### src/hw/rtl/tte_pkg.sv
package tte_pkg;

	localparam int TTE_BUF_ROWS = 100;
	localparam int TTE_BUF_COLS = 256;

	localparam logic [7:0] CH_NUL   = 8'd0;
	localparam logic [7:0] CH_LF    = 8'd10;
	localparam logic [7:0] CH_CR    = 8'd13;
	localparam logic [7:0] CH_ESC   = 8'd27;
	localparam logic [7:0] CH_SPACE = 8'h20;
	localparam logic [7:0] CMD_UP      = 8'h41;
	localparam logic [7:0] CMD_DOWN    = 8'h42;
	localparam logic [7:0] CMD_RIGHT   = 8'h43;
	localparam logic [7:0] CMD_LEFT    = 8'h44;
	localparam logic [7:0] CMD_CLEAR   = 8'h45;
	localparam logic [7:0] CMD_HOME    = 8'h48;
	localparam logic [7:0] CMD_CLR_EOS = 8'h4A;
	localparam logic [7:0] CMD_INS_ON  = 8'h51;
	localparam logic [7:0] CMD_INS_OFF = 8'h52;
	localparam logic [7:0] CMD_WIN_DN  = 8'h53;
	localparam logic [7:0] CMD_WIN_UP  = 8'h54;
	localparam logic [7:0] CMD_HIDE    = 8'h3C;
	localparam logic [7:0] CMD_SHOW    = 8'h3E;
	localparam logic [7:0] CMD_ADDR    = 8'h25;

	localparam logic [1:0] CFG_VIEW_ROWS = 2'd0;
	localparam logic [1:0] CFG_VIEW_COLS = 2'd1;
	localparam logic [1:0] CFG_CHARSET   = 2'd2;

	localparam logic [1:0] PH_NONE = 2'd0;
	localparam logic [1:0] PH_COL  = 2'd1;
	localparam logic [1:0] PH_ROW  = 2'd2;

	typedef enum logic [2:0] {
		ST_IDLE,
		ST_READ,
		ST_MOD,
		ST_FILL,
		ST_JCLR
	} state_t;

	typedef struct packed {
		logic       mode;
		logic [7:0] data_byte;
		logic [6:0] read_row;
		logic [7:0] read_col;
	} tte_in_t;

	typedef struct packed {
		logic [7:0] cell_char;
		logic [7:0] cursor_col;
		logic [6:0] cursor_row;
		logic [6:0] window_top;
		logic [4:0] status_byte;
	} tte_out_t;

	typedef struct packed {
		logic start;
	} mod_ctl_t;

	function automatic logic [6:0] follow(input logic [6:0] line, input logic [6:0] top,
		input logic [7:0] vr);
		logic [7:0] lim;
		logic [7:0] nt;
		lim = {1'b0, top} + vr;
		nt = {1'b0, line} - vr + 8'd1;
		if (line < top) begin
			return line;
		end else if ({1'b0, line} >= lim) begin
			return nt[6:0];
		end
		return top;
	endfunction

endpackage

### src/hw/rtl/tte_mod.sv
module tte_mod (
	input  logic                clk,
	input  logic                arst_n,
	input  tte_pkg::mod_ctl_t   ctl_in,
	output logic                done,
	input  logic [7:0]          num,
	input  logic [8:0]          den,
	output logic [7:0]          rem
);

	logic       run_q;
	logic [3:0] cnt_q;
	logic [8:0] r_q;
	logic [7:0] n_q;
	logic [8:0] trial;

	assign trial = {r_q[7:0], n_q[7]};
	assign done  = run_q && (cnt_q == 4'd0);
	assign rem   = r_q[7:0];

	always_ff @(posedge clk or negedge arst_n) begin
		if (!arst_n) begin
			run_q <= 1'b0;
			cnt_q <= 4'd0;
		end else if (ctl_in.start) begin
			run_q <= 1'b1;
			cnt_q <= 4'd8;
		end else if (done) begin
			run_q <= 1'b0;
		end else if (run_q) begin
			cnt_q <= cnt_q - 4'd1;
		end
	end

	always_ff @(posedge clk) begin
		if (ctl_in.start) begin
			r_q <= 9'd0;
			n_q <= num;
		end else if (run_q && cnt_q != 4'd0) begin
			r_q <= (trial >= den) ? trial - den : trial;
			n_q <= {n_q[6:0], 1'b0};
		end
	end

	a_rem_below: assert property (@(posedge clk) disable iff (!arst_n)
		done |-> r_q < den) else $error("remainder not below divisor");
	a_start_idle: assert property (@(posedge clk) disable iff (!arst_n)
		ctl_in.start |-> !run_q || done) else $error("divider restarted mid run");
	a_done_pulse: assert property (@(posedge clk) disable iff (!arst_n)
		done |=> !done) else $error("divider done longer than one cycle");

endmodule

### config.mk
export PLATFORM = sky130hd
export DESIGN_NAME = tte_mod
export DESIGN_NICKNAME = d
export VERILOG_FILES = /design/src/hw/rtl/tte_pkg.sv /design/src/hw/rtl/tte_mod.sv
export SDC_FILE = /design/constraint.sdc
export NUM_CORES = 1
export LEC_CHECK = 0
export BUFFER_PORTS_ARGS = -buffer_cell sky130_fd_sc_hd__buf_2
export CORE_MARGIN = 2
export CORE_UTILIZATION = 60
export CTS_BUF_LIST = sky130_fd_sc_hd__clkbuf_8
export DETAILED_ROUTE_END_ITERATION = 8
export HOLD_SLACK_MARGIN = 0.03
export PLACE_DENSITY = 0.87
export SYNTH_ARGS = -nofsm -noshare
export SYNTH_HDL_FRONTEND = slang
export SYNTH_SLANG_ARGS = --single-unit
### constraint.sdc
create_clock -name clk -period 3.1 [get_ports clk]
set_input_delay 0.62 -clock clk [delete_from_list [all_inputs] [get_ports clk]]
set_output_delay 0.62 -clock clk [all_outputs]
set_load 0.05 [all_outputs]
==> results of run 1 <==
[critical path, cell delays in order]
cell and delay, ns:
buf_2 0.09, inv_1 0.04, ha_1 0.36, a21o_1 0.21
a221oi_2 0.39, o221a_4 0.37, mux2i_1 0.20, o21ai_1 0.07
[registers in the layout, summed over array words and instances (netlist names)]
register and cells:
run_q 1, r_q 8, n_q 8, cnt_q 4
[area by class of cell]
type / count / area [um2] / share of cell area (%)
clock buffers: 3 / 41.29 / 2.734
multi-input cells: 89 / 698.2 / 46.23
repair buffers: 28 / 140.1 / 9.279
inverters: 17 / 63.81 / 4.225
clock inverters: 1 / 7.507 / 0.4971
well taps: 27 / 33.78 / 2.237
flip-flops and latches: 21 / 525.5 / 34.80
[synthesized netlist by cell type (3+ instances only)]
cell type / count / share of area, %
a21oi_1: 4 / 1.5
nor2_1: 10 / 2.9
mux2_1: 7 / 6.0
dfrtp_1: 5 / 9.5
nand3_1: 5 / 1.9
nand2_1: 7 / 2.0
edfxtp_1: 8 / 18
xor2_1: 4 / 2.7
ha_1: 10 / 9.5
dfxtp_1: 8 / 12
xnor2_1: 3 / 2.0
o311ai_1: 4 / 2.7
inv_1: 17 / 4.9
a21o_1: 3 / 1.7
[layer usage]
metal	vias to the layer above	GRT usage [%]	wire length, um
met5	-	0	0
met4	0	10.36	68
met1	494	29.20	1131
li1	523	-	-
met2	46	43.86	1416
met3	8	5.060	148
[placed cells by master, fill, tap and decap left out, types with 5 or more instances in the layout]
master    instances
buf_2            28
dfrtp_1           5
dfxtp_1           8
edfxtp_1          8
ha_1             10
inv_1            17
mux2_1            7
nand2_1           7
nand3_1           5
nor2_1           10
[logic make-up after synthesis]
group | share of synthesized area [%]
AND/OR/NAND/NOR | 13.24
AO/OA/AOI/OAI | 17.43
buffers and inverters | 6.857
flip-flops | 40.00
adder cells (fa/ha/maj) | 11.05
multiplexers | 6.762
XOR/XNOR | 4.667
[how the worst max path moves through the flow]
stage | slack [ns] | to | start | cells after the start
final | 0.91 | r_q[4]$_SDFFE_PP0P_ | den[3] | 8
after global routing | 0.79 | r_q[4]$_SDFFE_PP0P_ | den[3] | 8
after CTS | 0.93 | r_q[4]$_SDFFE_PP0P_ | den[3] | 8
after detailed placement | 0.65 | r_q[4]$_SDFFE_PP0P_ | den[3] | 8
after global placement | 0.75 | r_q[4]$_SDFFE_PP0P_ | den[3] | 8
after floorplan | 0.86 | r_q[2]$_SDFFE_PP0P_ | r_q[2]$_SDFFE_PP0P_ | 7
[power breakdown]
group	leakage, nW	switching, mW	internal, mW	total [mW]
combinational	0.487	0.299	0.179	0.478
clock	0.0217	0.0946	0.0909	0.186
sequential	0.208	0.0514	0.371	0.423
[stage by stage]
stage	std cells	worst slack (ns)	hold WS, ns	total power [mW]
CTS	186	0.9280	0.1498	1.091
global placement	182	0.7488	0.4379	0.8756
global route	186	0.7898	0.1465	1.159
detailed placement	182	0.6452	0.4426	0.8998
finish	186	0.9063	0.1531	1.086
floorplan	131	0.8562	0.3244	0.7940
==> results.sh, run 1 <==
export IMPL_grt_start_max_net_pins=17
export IMPL_drt_pass1_iterations=4
export IMPL_setup_tns_ns=0
export IMPL_grt_pass1_wl_um=4692
export IMPL_place_gp_congestion=0.8479
export IMPL_grt_ovfl_total=0
export IMPL_cts_sinks=21
export IMPL_critical_path_class="primary input to flop"
export IMPL_syn_num_nets=162
export IMPL_setup_viol=0
export IMPL_worstPathArrival_ns=2.35
export IMPL_die_w_um=50.80
export IMPL_crit_path_max_fanout=15
export IMPL_required_ns=3.26
export IMPL_viasPerCell=5.758
export IMPL_drv_cap=0
export IMPL_layout_nets=191
export IMPL_antenna_found_initial=0
export IMPL_placed_area_um2=1461
export IMPL_dp_hpwl_um=2141
export IMPL_io_pins=29
export IMPL_min_period_ns=2.194
export IMPL_cts_buffers=3
export IMPL_n_antenna_cell=0
export IMPL_synth_cells=131
export IMPL_clk_latency_ns=0.26
export IMPL_post_cts_buffers=0
export IMPL_yosysUniqueCellTypes=42
export IMPL_clk_pin_slew_ns=0.08
export IMPL_initial_core_util_pct=64.98
export IMPL_status="finished, final reports clean"
export IMPL_cp_start_kind="primary input"
export IMPL_ctsLongestPathBuffers=2
export IMPL_worst_slew_pin_slew_ns=0.3718
export IMPL_design_core_area_um2=2022
export IMPL_h_tree_depth=1
export IMPL_hold_viol_final=0
export IMPL_synth_edf_count=8
export IMPL_min_path_type="primary input to async pin"
export IMPL_fmax_ghz=0.4558
export IMPL_hold_buffers=0
export IMPL_fin_util_pct=74.69
export IMPL_grt_usage_pct=24.87
export IMPL_synth_top_flop_cell="edfxtp_1"
export IMPL_cts_tree="done"
export IMPL_drt_initial_drc_count=38
export IMPL_ys_warn_count=0
export IMPL_reg2reg_to="r_q[4]$_SDFFE_PP0P_"
export IMPL_n_fill_cell=135
export IMPL_ir_drop_mv=0.4295
export IMPL_seq_area_frac_synth_pct=40.00
export IMPL_drive_above_1_share_pct=24.53
export IMPL_rsz0062_at_grt="false"
export IMPL_synth_area_um2=1314
export IMPL_end_kind="flop"
export IMPL_maxSlewHeadroom_pct=74.90
export IMPL_rows=16
export IMPL_p_leak_nw=0.7170
export IMPL_cts_resized_gates=0
export IMPL_grt_pass1_vias=1094
export IMPL_wirelength_um=2765
export IMPL_r2r_start="r_q[3]$_SDFFE_PP0P_"
export IMPL_num_vias=1071
export IMPL_synth_area_per_cell_um2=10.03
export IMPL_synth_seq_cells=21
export IMPL_die_area_um2=2580
export IMPL_drv_slew=0
export IMPL_dieHeight_um=50.80
export IMPL_drc_errors=0
export IMPL_ff2ff_setup_slack_ns=1.03
export IMPL_area_growth_pct=14.95
export IMPL_finalClockSkew_ns=0.002145
export IMPL_cts_root_buf="clkbuf_8"
export IMPL_power_density_nw_per_um2=719.4
export IMPL_port_buffers=28
export IMPL_r2r_cells=6
export IMPL_wl_per_cell_um=14.87
export IMPL_async_flop_share_pct=23.81
export IMPL_antenna_left=0
export IMPL_finalCritPeriodShare_pct=70.76
export IMPL_design_area_um2=1510
No activity file was read; power rests on OpenSTA's default activity.
==> run 2: changes to the inputs <==
--- a/config.mk
+++ b/config.mk
@@ -5,13 +5,14 @@
 export SDC_FILE = /design/constraint.sdc
 export NUM_CORES = 1
 export LEC_CHECK = 0
+export ABC_AREA = 1
 export BUFFER_PORTS_ARGS = -buffer_cell sky130_fd_sc_hd__buf_2
 export CORE_MARGIN = 2
-export CORE_UTILIZATION = 60
+export CORE_UTILIZATION = 57
 export CTS_BUF_LIST = sky130_fd_sc_hd__clkbuf_8
 export DETAILED_ROUTE_END_ITERATION = 8
 export HOLD_SLACK_MARGIN = 0.03
-export PLACE_DENSITY = 0.87
+export PLACE_DENSITY = 0.82
 export SYNTH_ARGS = -nofsm -noshare
 export SYNTH_HDL_FRONTEND = slang
 export SYNTH_SLANG_ARGS = --single-unit
==> constraint.sdc (replaced) <==
create_clock -name clk -period 2.1 [get_ports clk]
set_input_delay 0.42 -clock clk [delete_from_list [all_inputs] [get_ports clk]]
set_output_delay 0.42 -clock clk [all_outputs]
set_load 0.05 [all_outputs]
==> results.sh, run 2 <==
export IMPL_port_buffers=28
export IMPL_antenna_left=0
export IMPL_place_gp_congestion=0.8531
export IMPL_area_growth_pct=15.27
export IMPL_viasPerCell=4.936
export IMPL_synth_cells=219
export IMPL_yosys_area_share_adder_pct=9.370
export IMPL_cts_buffers=3
export IMPL_end_kind="output pin"
export IMPL_wirelength_um=3142
export IMPL_grt_start_max_net_pins=13
export IMPL_dieHeight_um=56.13
export IMPL_die_w_um=56.13
export IMPL_layout_commonest_cell="nand2_1"
export IMPL_setup_viol=0
export IMPL_n_antenna_cell=0
export IMPL_synth_commonest_cells="nand2_1 (80), inv_1 (36), nand3_1 (22), nor2_1 (11), ha_1 (10)"
export IMPL_whs_ns=0.4148
export IMPL_layout_common_cells="nand2_1 (80), inv_1 (36), buf_2 (28)"
export IMPL_drv_slew=0
export IMPL_min_period_ns=1.790
export IMPL_initial_core_util_pct=61.41
export IMPL_maxSlewHeadroom_pct=82.13
export IMPL_required_ns=1.68
export IMPL_die_area_um2=3151
export IMPL_critical_path_class="flop to output pin"
export IMPL_power_density_nw_per_um2=1368
export IMPL_cp_cell_sequence="inv_1, ha_1, nand2_1, nor2_1, buf_2"
export IMPL_yosys_area_share_simple_pct=40.79
export IMPL_h_tree_depth=1
export IMPL_cts_tree="done"
export IMPL_ir_drop_mv=1.301
export IMPL_synthTopCellsByArea="nand2_1 (19%), edfxtp_1 (16%), dfxtp_1 (10%)"
export IMPL_design_core_area_um2=2522
export IMPL_clk_latency_ns=0.26
export IMPL_wl_per_cell_um=11.14
export IMPL_final_cells=282
export IMPL_synth_area_per_cell_um2=7.073
export IMPL_yosysUniqueCellTypes=29
export IMPL_synth_compound_area_share_pct=3.635
export IMPL_placed_area_um2=1729
export IMPL_cts_root_buf="clkbuf_8"
export IMPL_worstPathArrival_ns=1.37
export IMPL_slowest_delay_ns=0.36
export IMPL_status="finished, final reports clean"
export IMPL_synth_edf_count=8
export IMPL_synth_top_flop_cell="edfxtp_1"
export IMPL_placedCellCount=277
export IMPL_drt_initial_drc_count=58
export IMPL_synth_seq_cells=21
export IMPL_yosys_mux_area_fraction_pct=0
export IMPL_ctsLongestPathBuffers=2
export IMPL_grt_usage_pct=20.85
export IMPL_drv_cap=0
export IMPL_cts_sinks=21
export IMPL_p_leak_nw=1.038
export IMPL_crit_slowest_cell="dfrtp_1"
export IMPL_post_cts_buffers=0
export IMPL_worst_slew_pin_slew_ns=0.2681
export IMPL_io_pins=29
export IMPL_drc_errors=0
export IMPL_ys_warn_count=0
export IMPL_seq_area_frac_synth_pct=33.93
export IMPL_synth_area_um2=1549
export IMPL_reg_largest_list="n_q (8), r_q (8), cnt_q (4)"
export IMPL_synth_top_cell_by_area="nand2_1"
export IMPL_drt_pass1_iterations=4
export IMPL_setup_tns_ns=0
export IMPL_finalCritPeriodShare_pct=85.25
export IMPL_drive_above_1_share_pct=21.03
export IMPL_rows=18
export IMPL_finalClockSkew_ns=0.004811
export IMPL_design_area_um2=1785
export IMPL_antenna_found_initial=0
export IMPL_yosys_area_share_xor_xnor_pct=2.262
export IMPL_layout_nets=284
export IMPL_n_fill_cell=222
export IMPL_hold_viol_final=0
export IMPL_synth_most_common_cell="nand2_1"
export IMPL_multiInputGateArea_um2=868.3
export IMPL_rsz0062_at_grt="false"
export IMPL_grt_ovfl_total=0
export IMPL_num_vias=1392
export IMPL_grt_pass1_wl_um=5368
export IMPL_final_seq_area_um2=525.5
export IMPL_crit_path_max_fanout=4
export IMPL_syn_num_nets=250
export IMPL_clk_pin_slew_ns=0.08
export IMPL_min_path_type="primary input to flop"
export IMPL_async_flop_share_pct=23.81
export IMPL_fmax_ghz=0.5586
export IMPL_grt_pass1_vias=1281
export IMPL_synth_top_area_share_pct=19.39
export IMPL_synth_top_family_by_area="simple AND/OR/NAND/NOR gates"
export IMPL_dp_hpwl_um=2438
export IMPL_cp_start_kind="flop"
==> run 2: cell count changes after synthesis, sizes merged, moves of 3 or more <==
cell    change
mux2        -7
o311ai      -5
nor2        +3
inv        +21
nand3      +19
a21o        -3
nand2      +80
==> run 2: area by class of cell <==
class	count	share of cell area, %
well taps	30	2.102
inverters	40	8.409
clock inverters	1	0.2803
flip-flops and latches	21	29.43
multi-input cells	157	48.63
repair buffers	30	8.830
clock buffers	3	2.313
==> run 2: layer usage <==
| layer | up-vias | track usage, % | wire [um] |
|---|---|---|---|
| met5 | - | 0 | 0 |
| met4 | 0 | 6.122 | 31 |
| met3 | 4 | 3.953 | 168 |
| met2 | 43 | 31.09 | 1340 |
| met1 | 594 | 30.49 | 1602 |
| li1 | 751 | - | - |
==> run 2: cells by family (layout without fill, tap and decap cells) <==
group / after synthesis / in the layout
flops: 21 / 21
xor+xnor: 4 / 4
buf+inv: 41 / 74
simple gates: 133 / 133
fa+ha+maj: 11 / 11
compound gates: 9 / 9
==> run 2: path summary, 6_finish.rpt <==
path                                            from              endpoint  slack (ns)  cells past startpoint
worst min register to register   r_q[7]$_SDFFE_PP0P_   r_q[7]$_SDFFE_PP0P_        0.48                      2
worst max-delay path            cnt_q[0]$_DFFE_PN0P_                  done        0.31                      5
max in group asynchronous                     arst_n  cnt_q[0]$_DFFE_PN0P_        1.49                      2
worst min-delay path                          num[0]  n_q[0]$_SDFFCE_PN0P_        0.41                      3
worst max register to register      n_q[7]$_DFFE_PP_   r_q[6]$_SDFFE_PP0P_        0.40                     11
min in group asynchronous                     arst_n     run_q$_DFFE_PN0P_        0.49                      2
==> run 2: power breakdown <==
group | total [mW] | internal, mW | switching, mW
sequential | 0.700 | 0.596 | 0.105
combinational | 1.47 | 0.473 | 1.00
clock | 0.268 | 0.132 | 0.136
==> run 2: critical path: cells and delay by family, from the launching register on <==
kind	cells	cell delay, ns
flops	1	0.36
buf+inv	2	0.37
fa+ha+maj	1	0.20
simple gates	2	0.17
==> run 2: timing repair <==
item,in CTS,in global routing
resized for setup,0,0
hold buffers,1,0
endpoints found under the hold margin,5,0
==> run 2: stage by stage <==
stage | setup slack, ns | power, mW | util (%)
finish | 0.3098 | 2.443 | 70.78
global route | 0.1712 | 2.656 | 70.78
CTS | 0.3165 | 2.433 | 70.78
detailed placement | 0.2844 | 2.166 | 68.55
global placement | 0.2916 | 2.143 | 68.55
floorplan | 0.2862 | 1.869 | -
==> run 3: changes to the inputs <==
--- a/config.mk
+++ b/config.mk
@@ -12,7 +12,7 @@
 export CTS_BUF_LIST = sky130_fd_sc_hd__clkbuf_8
 export DETAILED_ROUTE_END_ITERATION = 8
 export HOLD_SLACK_MARGIN = 0.03
-export PLACE_DENSITY = 0.82
+export PLACE_DENSITY = 0.89
 export SYNTH_ARGS = -nofsm -noshare
 export SYNTH_HDL_FRONTEND = slang
 export SYNTH_SLANG_ARGS = --single-unit
==> results.sh, run 3 (synthesis results as in run 2) <==
export IMPL_grt_pass1_vias=1369
export IMPL_wl_per_cell_um=11.41
export IMPL_dp_hpwl_um=2579
export IMPL_r2r_cells=11
export IMPL_layout_commonest_cell="nand2_1"
export IMPL_setup_viol=0
export IMPL_initial_core_util_pct=61.41
export IMPL_h_tree_depth=1
export IMPL_grt_pass1_wl_um=5671
export IMPL_grt_usage_pct=22.17
export IMPL_rsz0062_at_grt="false"
export IMPL_grt_ovfl_total=0
export IMPL_hold_viol_final=0
export IMPL_crit_start="cnt_q[0]$_DFFE_PN0P_"
export IMPL_drc_errors=0
export IMPL_num_vias=1445
export IMPL_setup_tns_ns=0
export IMPL_drv_slew=0
export IMPL_ir_drop_mv=0.9828
export IMPL_clk_latency_ns=0.26
export IMPL_holdCritStartpoint="num[0]"
export IMPL_dieHeight_um=56.13
export IMPL_ff2ff_setup_slack_ns=0.45
export IMPL_layout_common_cells="nand2_1 (80), inv_1 (36), buf_2 (28)"
export IMPL_maxSlewHeadroom_pct=82.00
export IMPL_area_growth_pct=15.27
export IMPL_drive_above_1_share_pct=21.03
export IMPL_reg2reg_to="r_q[6]$_SDFFE_PP0P_"
export IMPL_finalCritPeriodShare_pct=86.55
export IMPL_n_antenna_cell=0
export IMPL_power_density_nw_per_um2=1376
export IMPL_layout_nets=284
export IMPL_die_area_um2=3151
export IMPL_reg_largest_list="n_q (8), r_q (8), cnt_q (4)"
export IMPL_cts_root_buf="clkbuf_8"
export IMPL_drv_cap=0
export IMPL_die_w_um=56.13
export IMPL_worst_slew_pin_slew_ns=0.2700
export IMPL_min_period_ns=1.817
export IMPL_cp_start_kind="flop"
export IMPL_port_buffers=28
export IMPL_crit_path_max_fanout=4
export IMPL_viasPerCell=5.124
export IMPL_io_pins=29
export IMPL_fmax_ghz=0.5502
export IMPL_cts_resized_gates=0
export IMPL_whs_endpoint="n_q[0]$_SDFFCE_PN0P_"
export IMPL_drt_initial_drc_count=58
export IMPL_status="finished, final reports clean"
export IMPL_place_gp_congestion=0.8477
export IMPL_critical_path_class="flop to output pin"
export IMPL_cts_buffers=3
export IMPL_ctsLongestPathBuffers=2
export IMPL_finalClockSkew_ns=0.004365
export IMPL_p_leak_nw=1.038
export IMPL_cp_cell_sequence="inv_1, ha_1, nand2_1, nor2_1, buf_2"
export IMPL_crit_slowest_cell="dfrtp_1"
export IMPL_worstPathArrival_ns=1.40
export IMPL_drt_pass1_iterations=5
export IMPL_hold_depth=3
export IMPL_r2r_start="n_q[7]$_DFFE_PP_"
export IMPL_clk_pin_slew_ns=0.08
export IMPL_design_core_area_um2=2522
export IMPL_required_ns=1.68
export IMPL_slowest_delay_ns=0.36
export IMPL_antenna_left=0
export IMPL_cts_sinks=21
export IMPL_antenna_found_initial=0
export IMPL_end_kind="output pin"
export IMPL_min_path_type="primary input to flop"
export IMPL_fin_util_pct=70.78
export IMPL_cts_tree="done"
export IMPL_grt_start_max_net_pins=13
export IMPL_rows=18
export IMPL_wirelength_um=3218
## run 3: cell counts in the layout (fill, tap and decap cells not counted)
No cell type changed its count.
## run 3: how the worst max path moves through the flow
| stage | cells after the start | endpoint | slack, ns |
|---|---|---|---|
| after floorplan | 9 | r_q[0]$_SDFFE_PP0P_ | 0.29 |
| after global placement | 11 | r_q[6]$_SDFFE_PP0P_ | 0.30 |
| after detailed placement | 11 | r_q[6]$_SDFFE_PP0P_ | 0.28 |
| after CTS | 5 | done | 0.29 |
| after global routing | 5 | done | 0.19 |
| final | 5 | done | 0.28 |
## run 3: report_power, final
group	internal, mW	switching [mW]	leakage, nW	total, mW
clock network	0.132	0.134	0.0255	0.266
registers	0.596	0.112	0.210	0.708
logic	0.473	1.01	0.802	1.48
total	1.20	1.26	1.04	2.46
## run 3: what timing repair did
action	4_1_cts	5_1_grt
hold endpoints to repair	5	0
buffers inserted	0	0
hold buffers	1	0
## run 3: area by class of cell
class                      instances  area (um2)
sequential                        21       525.5
clock buffer                       3       41.29
timing repair buffer              30       157.7
clock inverter                     1       5.005
inverter                          40       150.1
tap                               30       37.54
fill                             212       737.0
multi-input combinational        157       868.3
## run 3: critical path: cells and delay by family (launching register included)
family,cells,cell delay (ns)
buffers and inverters,2,0.39
adder cells (fa/ha/maj),1,0.21
flip-flops,1,0.36
AND/OR/NAND/NOR,2,0.18
## run 3: metrics by stage
stage / power, mW / hold WS, ns / setup slack (ns) / std cells / instance area, um2
floorplan: 1.869 / 0.1244 / 0.2862 / 219 / 1549
global placement: 2.138 / 0.2386 / 0.2977 / 277 / 1729
detailed placement: 2.180 / 0.2389 / 0.2763 / 277 / 1729
CTS: 2.452 / 0.4133 / 0.2886 / 282 / 1785
global route: 2.668 / 0.4137 / 0.1936 / 282 / 1785
finish: 2.456 / 0.4189 / 0.2825 / 282 / 1785
## run 3: routing by layer
metal	GRT usage (%)	share of wire, %
met1	28.13	45
met3	4.186	5.8
met2	38.15	48
met4	6.463	1.1
met5	0	0
